<file path="src/hsgh_pkg.sv">
// Shared gear codes, register indexes and the gate decoder for the shifter hysteresis block.
package hsgh_pkg;

	// One-hot gear bits within the seven-bit engaged field.
	localparam logic [6:0] GEAR_FIRST   = 7'h01;
	localparam logic [6:0] GEAR_SECOND  = 7'h02;
	localparam logic [6:0] GEAR_THIRD   = 7'h04;
	localparam logic [6:0] GEAR_FOURTH  = 7'h08;
	localparam logic [6:0] GEAR_FIFTH   = 7'h10;
	localparam logic [6:0] GEAR_SIXTH   = 7'h20;
	localparam logic [6:0] GEAR_REVERSE = 7'h40;
	localparam logic [6:0] ROW_TOP_MASK = GEAR_FIRST | GEAR_THIRD;
	localparam logic [6:0] PAIR_MASK    = GEAR_SIXTH | GEAR_REVERSE;

	// Configuration register indexes.
	localparam int unsigned CFG_INDEX_W = 3;
	localparam logic [CFG_INDEX_W-1:0] CFG_LEFT_COLUMN_MAX   = 3'd0;
	localparam logic [CFG_INDEX_W-1:0] CFG_CENTRE_COLUMN_MAX = 3'd1;
	localparam logic [CFG_INDEX_W-1:0] CFG_TOP_ENGAGE        = 3'd2;
	localparam logic [CFG_INDEX_W-1:0] CFG_TOP_RELEASE       = 3'd3;
	localparam logic [CFG_INDEX_W-1:0] CFG_BOTTOM_ENGAGE     = 3'd4;
	localparam logic [CFG_INDEX_W-1:0] CFG_BOTTOM_RELEASE    = 3'd5;

	// Reset values of the thresholds.
	localparam logic [7:0] RST_LEFT_COLUMN_MAX   = 8'd96;
	localparam logic [7:0] RST_CENTRE_COLUMN_MAX = 8'd151;
	localparam logic [7:0] RST_TOP_ENGAGE        = 8'd160;
	localparam logic [7:0] RST_TOP_RELEASE       = 8'd140;
	localparam logic [7:0] RST_BOTTOM_ENGAGE     = 8'd65;
	localparam logic [7:0] RST_BOTTOM_RELEASE    = 8'd85;

	// Threshold set as one bundle.
	typedef struct packed {
		logic [7:0] left_column_max;
		logic [7:0] centre_column_max;
		logic [7:0] top_engage;
		logic [7:0] top_release;
		logic [7:0] bottom_engage;
		logic [7:0] bottom_release;
	} thresholds_t;

	// Gear picked by the stick position in a row. The right bottom gate keeps a held
	// sixth or reverse so that push-down is latched while the stick stays there.
	function automatic logic [6:0] gate_bit(input logic [7:0] x, input logic upper,
			input logic pushed, input logic [6:0] keep, input thresholds_t thr);
		logic [6:0] res;
		if (x <= thr.left_column_max) begin
			res = upper ? GEAR_FIRST : GEAR_SECOND;
		end else if (x <= thr.centre_column_max) begin
			res = upper ? GEAR_THIRD : GEAR_FOURTH;
		end else if (upper) begin
			res = '0;
		end else if ((keep & PAIR_MASK) != '0) begin
			res = keep;
		end else begin
			res = pushed ? GEAR_REVERSE : GEAR_SIXTH;
		end
		return res;
	endfunction

endpackage

</file>
<file path="src/h_shifter_gear_hysteresis.sv">
// Top level: gear engagement with hysteresis for an H-pattern shifter report stream.
// A report accepted into the input register is decoded and moves on into the result
// register, which drives the output port.
// Throughput: one report per cycle while the receiver does not stall; the decode sits between the input register
// and the result register, with the engaged gear register fed back into the decode.
// Reset clears the pipeline valid flags and the engaged gear, and loads the
// threshold registers with their default values. The configuration port is always ready.
module h_shifter_gear_hysteresis (
	input  logic       clk,
	input  logic       arst_n,
	input  logic       in_valid,
	output logic       in_stall,
	input  logic [7:0] hall_x,
	input  logic [7:0] hall_y,
	input  logic       push_down,
	input  logic [7:0] gear_in,
	output logic       out_valid,
	input  logic       out_stall,
	output logic [7:0] gear_out,
	output logic [6:0] engaged_now,
	input  logic       cfg_valid,
	output logic       cfg_ready,
	input  logic [hsgh_pkg::CFG_INDEX_W-1:0] cfg_index,
	input  logic [7:0] cfg_data
);

	hsgh_pkg::thresholds_t thr_q;
	logic [6:0] engaged_q;

	logic       valid_s1;
	logic [7:0] x_s1;
	logic [7:0] y_s1;
	logic       pushed_s1;
	logic [7:0] gear_s1;

	logic       valid_s2;
	logic [7:0] gear_out_s2;
	logic [6:0] engaged_s2;

	logic       advance;
	logic [6:0] held_kept;
	logic [6:0] held_next;
	logic [7:0] gear_next;
	logic       upper;
	logic       leave_row;
	logic       conflict;

	// Handshake: the result register moves on when empty or taken; the input
	// register is stalled only while its transaction cannot move into it.
	assign advance   = !valid_s2 || !out_stall;
	assign in_stall  = valid_s1 && !advance;
	assign cfg_ready = 1'b1;

	// Threshold registers.
	always_ff @(posedge clk or negedge arst_n) begin
		if (!arst_n) begin
			thr_q.left_column_max   <= hsgh_pkg::RST_LEFT_COLUMN_MAX;
			thr_q.centre_column_max <= hsgh_pkg::RST_CENTRE_COLUMN_MAX;
			thr_q.top_engage        <= hsgh_pkg::RST_TOP_ENGAGE;
			thr_q.top_release       <= hsgh_pkg::RST_TOP_RELEASE;
			thr_q.bottom_engage     <= hsgh_pkg::RST_BOTTOM_ENGAGE;
			thr_q.bottom_release    <= hsgh_pkg::RST_BOTTOM_RELEASE;
		end else if (cfg_valid && cfg_ready) begin
			case (cfg_index)
				hsgh_pkg::CFG_LEFT_COLUMN_MAX:   thr_q.left_column_max   <= cfg_data;
				hsgh_pkg::CFG_CENTRE_COLUMN_MAX: thr_q.centre_column_max <= cfg_data;
				hsgh_pkg::CFG_TOP_ENGAGE:        thr_q.top_engage        <= cfg_data;
				hsgh_pkg::CFG_TOP_RELEASE:       thr_q.top_release       <= cfg_data;
				hsgh_pkg::CFG_BOTTOM_ENGAGE:     thr_q.bottom_engage     <= cfg_data;
				hsgh_pkg::CFG_BOTTOM_RELEASE:    thr_q.bottom_release    <= cfg_data;
				default: ;
			endcase
		end
	end

	// Input register.
	always_ff @(posedge clk or negedge arst_n) begin
		if (!arst_n) begin
			valid_s1 <= 1'b0;
		end else if (!in_stall) begin
			valid_s1 <= in_valid;
		end
	end

	always_ff @(posedge clk) begin
		if (!in_stall && in_valid) begin
			x_s1      <= hall_x;
			y_s1      <= hall_y;
			pushed_s1 <= push_down;
			gear_s1   <= gear_in;
		end
	end

	// Release check on the held gear, then a fresh engage when nothing is held.
	always_comb begin
		upper     = (engaged_q & hsgh_pkg::ROW_TOP_MASK) != '0;
		leave_row = upper ? (y_s1 < thr_q.top_release) : (y_s1 > thr_q.bottom_release);
		held_kept = engaged_q;
		if (engaged_q != '0) begin
			if (leave_row
					|| hsgh_pkg::gate_bit(x_s1, upper, pushed_s1, engaged_q, thr_q) != engaged_q)
			begin
				held_kept = '0;
			end
		end
		held_next = held_kept;
		if (held_kept == '0) begin
			if (y_s1 >= thr_q.top_engage) begin
				held_next = hsgh_pkg::gate_bit(x_s1, 1'b1, pushed_s1, '0, thr_q);
			end else if (y_s1 <= thr_q.bottom_engage) begin
				held_next = hsgh_pkg::gate_bit(x_s1, 1'b0, pushed_s1, '0, thr_q);
			end
		end
	end

	// Merge into the gear byte unless the firmware already reports the other
	// gear of the sixth and reverse pair.
	always_comb begin
		conflict  = ((held_next & hsgh_pkg::PAIR_MASK) != '0)
			&& ((gear_s1[6:0] & hsgh_pkg::PAIR_MASK & ~held_next) != '0);
		gear_next = conflict ? gear_s1 : (gear_s1 | {1'b0, held_next});
	end

	// Engaged gear and result register.
	always_ff @(posedge clk or negedge arst_n) begin
		if (!arst_n) begin
			engaged_q <= '0;
			valid_s2  <= 1'b0;
		end else if (advance) begin
			valid_s2 <= valid_s1;
			if (valid_s1) begin
				engaged_q <= held_next;
			end
		end
	end

	always_ff @(posedge clk) begin
		if (advance && valid_s1) begin
			gear_out_s2 <= gear_next;
			engaged_s2  <= held_next;
		end
	end

	assign out_valid   = valid_s2;
	assign gear_out    = gear_out_s2;
	assign engaged_now = engaged_s2;

	// At most one gear is held, and the fifth gate never engages.
	a_engaged_onehot: assert property (@(posedge clk) disable iff (!arst_n)
		$onehot0(engaged_q) && ((engaged_q & hsgh_pkg::GEAR_FIFTH) == '0))
		else $error("engaged gear is not one-hot or holds the fifth gate");

	// The shown result always reflects the current engaged state.
	a_result_matches_state: assert property (@(posedge clk) disable iff (!arst_n)
		valid_s2 |-> (engaged_s2 == engaged_q))
		else $error("result engaged gear differs from the held state");

	// A stall towards the input only arises from a waiting transaction.
	a_stall_cause: assert property (@(posedge clk) disable iff (!arst_n)
		in_stall |-> (valid_s1 && valid_s2 && out_stall))
		else $error("input stalled without a blocked transaction");

	// The held gear changes only when a transaction moves into the result register.
	a_state_moves_with_result: assert property (@(posedge clk) disable iff (!arst_n)
		!(advance && valid_s1) |=> $stable(engaged_q))
		else $error("engaged gear changed without a transaction");

endmodule

</file>
<file path="config.mk">
export PLATFORM = sky130hd
export DESIGN_NAME = h_shifter_gear_hysteresis
export DESIGN_NICKNAME = d
export VERILOG_FILES = /design/src/hsgh_pkg.sv /design/src/h_shifter_gear_hysteresis.sv
export SDC_FILE = /design/constraint.sdc
export NUM_CORES = 1
export LEC_CHECK = 0
export BUFFER_PORTS_ARGS = -buffer_cell sky130_fd_sc_hd__buf_2
export CAP_MARGIN = 20
export CORE_ASPECT_RATIO = 0.75
export CORE_UTILIZATION = 30
export CTS_CLUSTER_SIZE = 12
export DETAILED_ROUTE_END_ITERATION = 7
export PLACE_DENSITY = 0.48
export SYNTH_ARGS = -nofsm -noshare
export SYNTH_HDL_FRONTEND = slang
export SYNTH_SLANG_ARGS = --single-unit
</file>
<file path="constraint.sdc">
create_clock -name clk -period 3.95 [get_ports clk]
set_clock_uncertainty 0.15 [all_clocks]
set_input_delay 0 -clock clk [delete_from_list [all_inputs] [get_ports clk]]
set_output_delay 0 -clock clk [all_outputs]
set_load 0.03 [all_outputs]
</file>
# Word level (Yosys, flattened, before mapping)
# Cells that the tools add are included.
# word_totals
regBits	97
latch_bits	0
mem_bits_rw	0
rom_bits	0
input_bits	41
out_inout_bits	18
elab_cells	73
memories	0
# op_classes
addsub	0
n_mul	0
div_mod_pow	0
magnitude_cmp	6
n_eq_ne	6
n_shift	0
muxes	19
bitwise	3
reduce_logical	24
# ops
op	n
$mux W7	13
$reduce_bool A7 Y1	5
$le A8 B8 Y1	3
$reduce_and A2 Y1	7
$ge A8 B8 Y1	1
$gt A8 B8 Y1	1
$lt A8 B8 Y1	1
$mux W8	1
$or A8 B7 Y8	1
$and A7 B7 Y7	1
$logic_not A7 Y1	1
$ne A7 B7 Y1	1
$not A7 Y7	1
$eq A3 B2 Y1 const B	2
$eq A3 B3 Y1 const B	2
$mux W3	2
$logic_and A1 B1 Y1	4
$logic_not A1 Y1	4
$mux W4	1
$eq A3 B1 Y1 const B	1
$logic_not A3 Y1	1
$logic_or A1 B1 Y1	2
$mux W2	1
$mux W1	1

# Logic depth before layout (Yosys ltp)
# Gate-level depths: netlist of the first run.
# depth
depth_word	18
ltp_mapped	11
ltp_nobuf	10

# Least setup slack after synthesis of the first run
# Ideal clock, no wire load.
# synth_path
kind	reg2reg
from	register thr_q[39] in the netlist's numbering
to	register engaged_q[0]
setup_ps	125
t_arrival_ps	2638
required_time_ps	3675
setup_slack_ps	1037
path_stages_with_launch	12
path_buffers	1
period_less_slack_ps	2913
cell_sequence	dfstp_2 inv_1 ha_1 nand4_1 nor3_2 nor2_1 a2111oi_0 o32ai_1 and4_1 buf_6 a21boi_4 mux2_2
# synth_between
elab_chain_cells	11
word_cells_on_any_way	14
classes_between	order compare (1); eq/ne (1); mux (10); reduce/logical (2)
# synth_rtl
element	line	rtl
from (decl)	h_shifter_gear_hysteresis.sv:27	hsgh_pkg::thresholds_t thr_q;
$le A8 B8 Y1 (*)	hsgh_pkg.sv:49	end else if (x <= thr.centre_column_max) begin
$mux W7	hsgh_pkg.sv:49	
$mux W7	hsgh_pkg.sv:47	if (x <= thr.left_column_max) begin
$mux W7	h_shifter_gear_hysteresis.sv:99	if (engaged_q != '0) begin
$ne A7 B7 Y1	h_shifter_gear_hysteresis.sv:101	|| hsgh_pkg::gate_bit(x_s1, upper, pushed_s1, engaged_q, thr_q) != engaged_q)
$logic_or A1 B1 Y1	h_shifter_gear_hysteresis.sv:101	
$mux W7	h_shifter_gear_hysteresis.sv:100	if (leave_row
$mux W7	h_shifter_gear_hysteresis.sv:99	
$mux W7	h_shifter_gear_hysteresis.sv:110	end else if (y_s1 <= thr_q.bottom_engage) begin
$mux W7	h_shifter_gear_hysteresis.sv:108	if (y_s1 >= thr_q.top_engage) begin
$mux W7 (*)	h_shifter_gear_hysteresis.sv:107	if (held_kept == '0) begin
to (signal assigned)	h_shifter_gear_hysteresis.sv:132	engaged_q <= held_next;
to (decl)	h_shifter_gear_hysteresis.sv:28	logic [6:0] engaged_q;
# Every way passes the cells marked *; elsewhere a longest branch is shown, timed or not. The select of a mux whose other input is x is not followed.
# A chain may end at the register's enable or synchronous reset.

# Worst setup path after layout of the first run
# layout_path
from	register thr_q[45] in the netlist's numbering
to	register engaged_s2[5] (netlist: engaged_now[5]) (data pin)
# layout_between
elab_chain_cells	10
word_cells_on_any_way	12
classes_between	order compare (1); eq/ne (1); mux (8); reduce/logical (2)
# layout_rtl
element	line	rtl
$le A8 B8 Y1 (*)	hsgh_pkg.sv:47	
$mux W7	hsgh_pkg.sv:47	
$mux W7	h_shifter_gear_hysteresis.sv:99	
$ne A7 B7 Y1	h_shifter_gear_hysteresis.sv:101	
$logic_or A1 B1 Y1	h_shifter_gear_hysteresis.sv:101	
$mux W7	h_shifter_gear_hysteresis.sv:100	
$mux W7	h_shifter_gear_hysteresis.sv:99	
$mux W7	h_shifter_gear_hysteresis.sv:110	
$mux W7	h_shifter_gear_hysteresis.sv:108	
$mux W7 (*)	h_shifter_gear_hysteresis.sv:107	
net held_next[5]	h_shifter_gear_hysteresis.sv:42	logic [6:0] held_next;
to (signal assigned)	h_shifter_gear_hysteresis.sv:140	engaged_s2 <= held_next;
to (decl)	h_shifter_gear_hysteresis.sv:38	logic [6:0] engaged_s2;
# The timed path passes the listed nets; every way through them passes the cells marked *. The select of a mux whose other input is x is not followed.

==> results of run 1 <==
worst max-delay path by stage:
stage / start / end / cells past startpoint
final: thr_q[45]$_DFFE_PN1P_ / engaged_now[5]$_DFFE_PP_ / 9
after global routing: thr_q[39]$_DFFE_PN1P_ / engaged_q[5]$_DFFE_PN0P_ / 10
after CTS: thr_q[39]$_DFFE_PN1P_ / engaged_q[5]$_DFFE_PN0P_ / 10
after detailed placement: thr_q[39]$_DFFE_PN1P_ / engaged_q[5]$_DFFE_PN0P_ / 10
after global placement: thr_q[45]$_DFFE_PN1P_ / engaged_now[5]$_DFFE_PP_ / 9
after floorplan: thr_q[39]$_DFFE_PN1P_ / engaged_q[0]$_DFFE_PN0P_ / 11
registers in the layout (all words and copies together) (netlist names):
| register | count |
|---|---|
| thr_q | 48 |
| gear_out | 8 |
| gear_s1 | 8 |
| x_s1 | 8 |
| y_s1 | 8 |
| engaged_now | 7 |
| engaged_q | 7 |
| out_valid | 1 |
| pushed_s1 | 1 |
| valid_s1 | 1 |
logic make-up (layout without fill, tap and decap cells):
family,count (synthesis),in the layout,share of synthesized area
buffers and inverters,57,166,0.0463
DFF,97,97,0.542
AOI/OAI and AO/OA,92,92,0.115
muxes,28,28,0.0639
adders and majority gates,47,47,0.120
and+or+nand+nor,105,105,0.112
other,1,1,0.000766
worst min-delay path, stage by stage:
cell and delay, ns:
buf_2 0.14, nor3_1 0.07, buf_4 0.17, nand2_1 0.07
o21ai_0 0.07
cell type report:
cell class / instances / share of cell area
Clock buffer: 9 / 0.0366
Clock inverter: 7 / 0.0138
Inverter: 50 / 0.0305
Multi-Input combinational cell: 273 / 0.331
Sequential cell: 97 / 0.431
Tap cell: 210 / 0.0427
Timing Repair Buffer: 100 / 0.114
placed cells by master, fill, tap and decap left out, types with 9 or more instances in the layout:
cell | synthesis | final
nand2b_1 | 9 | 9
dfrtp_1 | 39 | 39
o21ai_0 | 42 | 42
mux2_2 | 26 | 26
dlygate4sd3_1 | 0 | 37
dfstp_2 | 18 | 18
clkbuf_16 | 0 | 9
a21oi_1 | 20 | 20
edfxtp_1 | 40 | 40
ha_1 | 47 | 47
nand2_1 | 43 | 43
buf_2 | 1 | 57
inv_1 | 50 | 50
metal layers:
metal / global-route usage / vias to the layer above / wire, um
li1: - / 1746 / -
met1: 0.216 / 1618 / 5830
met2: 0.213 / 70 / 4720
met3: 0.0354 / 8 / 506
met4: 0.0435 / 0 / 127
met5: 0 / - / 0
power by group:
| part | switching (mW) | internal, mW | leakage (nW) |
|---|---|---|---|
| sequential | 0.0956 | 1.26 | 1.05 |
| combinational | 0.548 | 0.368 | 1.47 |
| clock | 0.377 | 0.548 | 0.150 |
what timing repair did:
action | 4_1_cts | 5_1_grt
gates resized for setup | 0 | 0
hold endpoints to repair | 103 | 0
hold buffers | 37 | 0
Yosys cell counts, types with 2 or more instances:
| cell | number |
|---|---|
| a41oi_1 | 3 |
| nor2_1 | 8 |
| a21o_1 | 4 |
| a311o_1 | 2 |
| nor2b_1 | 4 |
| dfstp_2 | 18 |
| a21oi_1 | 20 |
| or2_2 | 2 |
| dfrtp_1 | 39 |
| a31oi_1 | 2 |
| nand2_1 | 43 |
| nand3b_1 | 2 |
| inv_1 | 50 |
| nand4b_1 | 2 |
| nand2b_1 | 9 |
| nor4bb_1 | 2 |
| o21a_1 | 2 |
| nor3_1 | 6 |
| and4_1 | 2 |
| o221ai_1 | 2 |
| mux2i_1 | 2 |
| o211ai_1 | 3 |
| nand4_1 | 8 |
| clkbuf_1 | 4 |
| a211oi_1 | 2 |
| nand3_1 | 7 |
| nor4b_1 | 2 |
| mux2_2 | 26 |
| o21ai_0 | 42 |
| ha_1 | 47 |
| edfxtp_1 | 40 |
through the flow:
step | hold slack [ns] | total power [mW]
after floorplan | -0.446 | 2.01
after global placement | -0.0526 | 2.24
after detailed placement | -0.0574 | 2.27
after CTS | 0.0237 | 3.24
after global routing | 0.0589 | 3.42
final | 0.0376 | 3.20
==> impl_metrics.yaml, run 1 <==
outcome:
  status: "finished, final reports clean"
placed_design:
  port_buffers: 57
  place_area_mm2: 0.00547
  place.gp.congestion: 0.823
  hpwl_um: 8270
  dp_cells: 693
  place_worst_setup_slack_ns: 0.593
sta:
  min_period_over_period: 0.879
  slew_headroom: 0.545
  hold_violations: 0
  setup_tns_ns: 0
  rsz0062_at_grt: "false"
  drv_slew: 0
  finalCriticalPeriod_ns: 3.47
  layout_setup_ws_ns: 0.480
  fmax_mhz: 288
  worst_pin_slew_ns: 0.683
  setup-violations-final: 0
global_routing:
  grt_pass1_wl_um: 18800
  antenna_found_initial: 0
  grt_overflow: 0
  grt_max_degree: 30
  grt_pass1_vias: 3537
  grt_use_total: 0.147
cts:
  cts-root-buf: "clkbuf_16"
  cts_buffers: 9
  cts_buffer_depth: 2
  insertion_delay_ns: 0.35
  htreeDepth: 3
  cts_sinks: 97
  cts_setup_buffers: 0
  path_clk_slew_ns: 0.07
  cts_tree: "built"
synthesis:
  ys_seq_area_frac: 0.542
  yosysWarnings: 0
  synth.area.top_cells: "edfxtp_1 (25%), dfrtp_1 (20%), ha_1 (12%), dfstp_2 (9.7%), mux2_2 (6.0%)"
  ys_ff_latch: 97
  synthFlopType: "edfxtp_1"
  async_flop_share: 0.588
  synthCells: 427
  synth-edff-count: 40
  synth_top_area_frac: 0.245
  avgSynthCellArea_um2: 11.5
  synth_nets: 515
  syn_area_mm2: 0.00489
  yosysTopAreaCell: "edfxtp_1"
  ys_types: 53
finish:
  seq_area_mm2: 0.00265
  fillers: 1579
  multi_input_area_mm2: 0.00204
  drive_above_1_share: 0.250
  fin_nets: 619
  post-route-cell-area_mm2: 0.00615
  final_core_util: 0.385
  fin_cells: 746
  n_antenna_cell: 0
  syn_to_final_growth_pct: 25.6
pwr:
  p_per_area_mw_per_mm2: 521
  ir_drop_mv: 0.216
  p_leak_nw: 2.68
min_path:
  hp-start: "cfg_index[1]"
  min_to: "thr_q[14]$_DFFE_PN1P_"
  holdPathStages: 5
  hp-class: "in2reg"
worst_setup_path:
  critical_path.most_common_cell: "nand4_1"
  r2r_start: "thr_q[45]$_DFFE_PN1P_"
  critPathRequiredTime_ns: 3.90
  crit_path_max_incr_delay_ns: 0.52
  regToRegSetupSlack_ns: 0.48
  cp-start-kind: "flop"
  crit_type: "reg2reg"
  r2r_end: "engaged_now[5]$_DFFE_PP_"
  cp_cell_sequence: "inv_1, ha_1, nand4_1, or2_2, o21a_1, o32ai_1, nand4_1, nor2_1, mux2_2"
  critPathCaptureType: "flop"
  path_buf_inv: 1
  path_max_fanout: 7
  critPathTopFamily: "simple AND/OR/NAND/NOR gates"
  cp_slowest_cell: "dfstp_2"
  worst_r2r_path_depth: 9
  cp.arrival_ns: 3.42
die:
  io-pin-count: 59
  die_h_um: 113
  rows: 40
  die_x_um: 149
  core_area_mm2: 0.0160
  start_util: 0.307
  dieArea_mm2: 0.0168
flow_run:
  drv_cap: 0
routing:
  wirelength_um: 11200
  dr.pass1.iters: 4
  drc: 0
  post_drt_wl_per_cell_um: 15.0
  viasPerCell: 4.61
  vias: 3442
  ant_nets: 0
  drt_iter0_markers: 173
(Power assumes the default switching activity.)
==> inputs of run 2 (changes only) <==
CORE_UTILIZATION = 25   (was 30)
PLACE_DENSITY = 0.42   (was 0.48)
==> impl_metrics.yaml, run 2 (synthesized netlist as in run 1, its figures left out) <==
outcome:
  status: "finished, final reports clean"
finish:
  n_antenna_cell: 0
  fin_nets: 621
  drive_above_1_share: 0.245
  largest_register: "thr_q"
  fillers: 1948
  syn_to_final_growth_pct: 26.4
  final_cell_mix: "buf_2 (57), inv_1 (50), ha_1 (47)"
  largest_reg_flops: 48
  final_common_cell: "buf_2"
pwr:
  ir_drop_mv: 0.228
  p_per_area_mw_per_mm2: 508
  p_leak_nw: 2.67
global_routing:
  grt_pass1_vias: 3536
  antenna_found_initial: 0
  grt_pass1_wl_um: 18900
  grt_max_degree: 41
  grt_overflow: 0
  grt_use_total: 0.125
worst_setup_path:
  critPathRequiredTime_ns: 3.90
  critPathCaptureType: "flop"
  cp_slowest_cell: "dfstp_2"
  cp.arrival_ns: 3.38
  crit_type: "reg2reg"
  critical_path.most_common_cell: "nand4_1"
  crit_path_max_incr_delay_ns: 0.52
  cp_cell_sequence: "inv_1, ha_1, nand4_1, or2_2, o21a_1, o32ai_1, nand4_1, nor2_1, mux2_2"
  path_max_fanout: 7
  cp-start-kind: "flop"
sta:
  setup-violations-final: 0
  worst_pin_slew_ns: 0.549
  rsz0062_at_grt: "false"
  setup_tns_ns: 0
  finalCriticalPeriod_ns: 3.43
  layout_setup_ws_ns: 0.518
  min_period_over_period: 0.869
  drv_slew: 0
  slew_headroom: 0.629
  fmax_mhz: 291
  hold_violations: 0
placed_design:
  place.gp.congestion: 0.832
  hpwl_um: 8520
  place_worst_setup_slack_ns: 0.600
  port_buffers: 57
routing:
  ant_nets: 0
  drt_iter0_markers: 190
  wirelength_um: 11500
  vias: 3499
  viasPerCell: 4.46
  dr.pass1.iters: 4
  post_drt_wl_per_cell_um: 14.7
  drc: 0
cts:
  htreeDepth: 3
  ctsResizeCount: 0
  cts_sinks: 97
  cts_buffers: 9
  holdBufCountCts: 39
  cts_buffer_depth: 2
  insertion_delay_ns: 0.35
  cts-root-buf: "clkbuf_16"
  path_clk_slew_ns: 0.07
  cts_setup_buffers: 0
  cts_tree: "built"
die:
  core_area_mm2: 0.0188
  dieArea_mm2: 0.0201
  start_util: 0.260
  io-pin-count: 59
  die_x_um: 164
  die_h_um: 123
  rows: 43
flow_run:
  drv_cap: 0
min_path:
  hp-class: "in2reg"
## run 2: cell types whose count changed in the layout (fill, tap and decap cells not counted)
cell           before  now
bufinv_16           2    1
clkbuf_1            0    4
clkinv_1            2    0
clkinv_2            2    1
clkinvlp_4          1    0
dlygate4sd3_1      37   39
inv_4               0    1
## run 2: area by class of cell
| type | count | area (um2) | area share |
|---|---|---|---|
| sequential | 97 | 2650 | 0.428 |
| multi-input combinational | 273 | 2040 | 0.329 |
| timing repair buffer | 102 | 721 | 0.117 |
| tap | 247 | 309 | 0.0500 |
| clock buffer | 13 | 240 | 0.0388 |
| inverter | 50 | 188 | 0.0303 |
| clock inverter | 3 | 41.3 | 0.00668 |
## run 2: worst max-delay path, delay by kind of cell, from the launching register on
family                   cells  cell delay (ns)
flip-flops                   1             0.52
AO/OA/AOI/OAI                2             0.57
AND/OR/NAND/NOR              4             1.19
adder cells (fa/ha/maj)      1             0.29
multiplexers                 1             0.39
buffers and inverters        1             0.06
## run 2: power breakdown
| part | leakage [nW] | internal [mW] | total [mW] | switching [mW] |
|---|---|---|---|---|
| Clock | 0.138 | 0.492 | 0.855 | 0.364 |
| Sequential | 1.05 | 1.26 | 1.36 | 0.0964 |
| Combinational | 1.48 | 0.370 | 0.925 | 0.555 |
| Total | 2.67 | 2.13 | 3.14 | 1.01 |
## run 2: path summary, 6_finish.rpt
path | from | endpoint | slack, ns | cells past startpoint
worst max register to register | thr_q[45]$_DFFE_PN1P_ | engaged_now[5]$_DFFE_PP_ | 0.52 | 9
worst min-delay path | cfg_index[1] | thr_q[46]$_DFFE_PN1P_ | 0.04 | 5
min in group asynchronous | arst_n | thr_q[41]$_DFFE_PN0P_ | 0.47 | 3
worst min register to register | gear_s1[7]$_DFFE_PP_ | gear_out[7]$_DFFE_PP_ | 0.27 | 0
worst max-delay path | thr_q[45]$_DFFE_PN1P_ | engaged_now[5]$_DFFE_PP_ | 0.52 | 9
max in group asynchronous | arst_n | thr_q[16]$_DFFE_PN0P_ | 2.09 | 4
## run 2: through the flow
step	power [mW]	area, um2	cells	util	hold WS [ns]
6_report	3.14	6180	785	0.328	0.0422
2_1_floorplan	2.01	4890	427	-	-0.446
3_5_place_dp	2.27	5510	730	0.293	-0.186
3_3_place_gp	2.26	5510	730	0.293	-0.186
4_1_cts	3.18	6180	785	0.328	0.0363
5_1_grt	3.37	6180	785	0.328	0.0853
## run 2: layer usage
layer	vias up	wire length, um	global-route usage
met5	-	0	0
met4	0	155	0.0365
met3	11	393	0.0282
met2	64	4690	0.186
met1	1681	6270	0.181
li1	1743	-	-
==> inputs of run 3 (changes only) <==
CELL_PAD_IN_SITES_DETAIL_PLACEMENT = 1   (was default)
CELL_PAD_IN_SITES_GLOBAL_PLACEMENT = 1   (was default)
PLACE_DENSITY = 0.49   (was 0.42)
==> impl_metrics.yaml, run 3 (synthesized netlist as in run 1, its figures left out) <==
outcome:
  status: "finished, final reports clean"
sta:
  fmax_mhz: 293
  holdWs_ns: 0.0329
  drv_slew: 0
  layout_setup_ws_ns: 0.536
  min_period_over_period: 0.864
  setup-violations-final: 0
  setup_tns_ns: 0
  hold_violations: 0
  rsz0062_at_grt: "false"
  worst_pin_slew_ns: 0.592
  slew_headroom: 0.603
  finalCriticalPeriod_ns: 3.41
pwr:
  power_frac_comb: 0.301
  ir_drop_mv: 0.209
  power.internal_mw: 2.07
  p_leak_nw: 2.67
  p_clk_frac: 0.262
  seqPwrFrac: 0.437
  finalPower_mw: 3.12
  p_sw_mw: 1.06
  switching_share: 0.338
  p_per_area_mw_per_mm2: 506
routing:
  vias: 3544
  wirelength_um: 12600
  ant_nets: 0
  drc: 0
  post_drt_wl_per_cell_um: 16.0
  drt_iter0_markers: 178
  viasPerCell: 4.51
  dr.pass1.iters: 4
placed_design:
  port_buffers: 57
  dp_cells: 730
  hpwl_um: 9390
  place.gp.congestion: 0.822
  place_worst_setup_slack_ns: 0.498
worst_setup_path:
  regToRegSetupSlack_ns: 0.54
  critical_path.most_common_cell: "nand4_1"
  critical_path.startpoint: "thr_q[45]$_DFFE_PN1P_"
  cp-start-kind: "flop"
  cp_cell_sequence: "inv_1, ha_1, nand4_1, or2_2, o21a_1, o32ai_1, nand4_1, nor2_1, mux2_2"
  worst_r2r_path_depth: 9
  cp_slowest_cell: "dfstp_2"
  path_max_fanout: 7
  r2r_end: "engaged_now[5]$_DFFE_PP_"
  r2r_start: "thr_q[45]$_DFFE_PN1P_"
  crit_type: "reg2reg"
  critPathRequiredTime_ns: 3.91
  crit_path_max_incr_delay_ns: 0.52
  cp.arrival_ns: 3.37
  critPathCaptureType: "flop"
global_routing:
  grtUsageMet1: 0.201
  grt_pass1_vias: 3627
  grt_use_total: 0.136
  grt.busiest_layer: "met1"
  grt_pass1_wl_um: 20300
  grt_overflow: 0
  grt_util_met2: 0.196
  grt_max_degree: 40
  grtUsageMet3: 0.0346
  antenna_found_initial: 0
finish:
  largest_register: "thr_q"
  fin_nets: 621
  largest_reg_flops: 48
  drive_above_1_share: 0.249
  fin_cells: 785
  syn_to_final_growth_pct: 26.3
  final_cell_mix: "buf_2 (57), inv_1 (50), ha_1 (47)"
  n_antenna_cell: 0
  final_common_cell: "buf_2"
cts:
  cts_buffer_depth: 2
  htreeDepth: 3
  cts_sinks: 97
  cts_tree: "built"
  cts_setup_buffers: 0
  cts-root-buf: "clkbuf_16"
  cts_buffers: 9
  holdBufCountCts: 37
  path_clk_slew_ns: 0.07
  ctsResizeCount: 0
  insertion_delay_ns: 0.35
die:
  die_x_um: 164
  io-pin-count: 59
  dieArea_mm2: 0.0201
  die_h_um: 123
  start_util: 0.260
  rows: 43
  core_area_mm2: 0.0188
min_path:
  hp-start: "cfg_index[1]"
  holdPathStages: 5
  min_to: "thr_q[45]$_DFFE_PN1P_"
  hp-class: "in2reg"
flow_run:
  drv_cap: 0
[run 3: worst max path at each step]
stage                                to  cells after the start  slack, ns
2_1_floorplan  engaged_q[0]$_DFFE_PN0P_                     11       1.04
3_3_place_gp   engaged_now[5]$_DFFE_PP_                      9       0.54
5_1_grt        engaged_now[5]$_DFFE_PP_                      9       0.23
3_5_place_dp   engaged_now[5]$_DFFE_PP_                      9       0.50
6_report       engaged_now[5]$_DFFE_PP_                      9       0.54
4_1_cts        engaged_now[5]$_DFFE_PP_                      9       0.48
[run 3: through the flow]
| step | utilization | cell area [um2] |
|---|---|---|
| 2_1_floorplan | - | 4890 |
| 3_3_place_gp | 0.293 | 5510 |
| 3_5_place_dp | 0.293 | 5510 |
| 4_1_cts | 0.327 | 6150 |
| 5_1_grt | 0.328 | 6180 |
| 6_report | 0.328 | 6180 |
[run 3: layout make-up]
type	instances	area, um2
Fill cell	2116	12700
Sequential cell	97	2650
Multi-Input combinational cell	273	2040
Timing Repair Buffer	102	731
Tap cell	247	309
Clock buffer	12	236
Inverter	50	188
Clock inverter	4	30.0
[run 3: power groups by stage]
stage	registers, mW	logic [mW]	clock network (mW)
floorplan	1.40	0.614	0
global placement	1.38	0.895	0
detailed placement	1.38	0.913	0
CTS	1.37	0.946	0.860
global route	1.39	1.07	0.898
finish	1.36	0.940	0.820
[run 3: layer usage]
layer,vias up,routed length (um)
met5,-,0
met4,0,107
met3,7,443
met2,57,5180
met1,1737,6820
li1,1743,-
[run 3: worst max-delay path: cells and delay by family, from the launching register on]
| kind | cells | cell delay, ns |
|---|---|---|
| muxes | 1 | 0.39 |
| DFF | 1 | 0.52 |
| AOI/OAI and AO/OA | 2 | 0.58 |
| and+or+nand+nor | 4 | 1.19 |
| adders and majority gates | 1 | 0.29 |
| buffers and inverters | 1 | 0.04 |
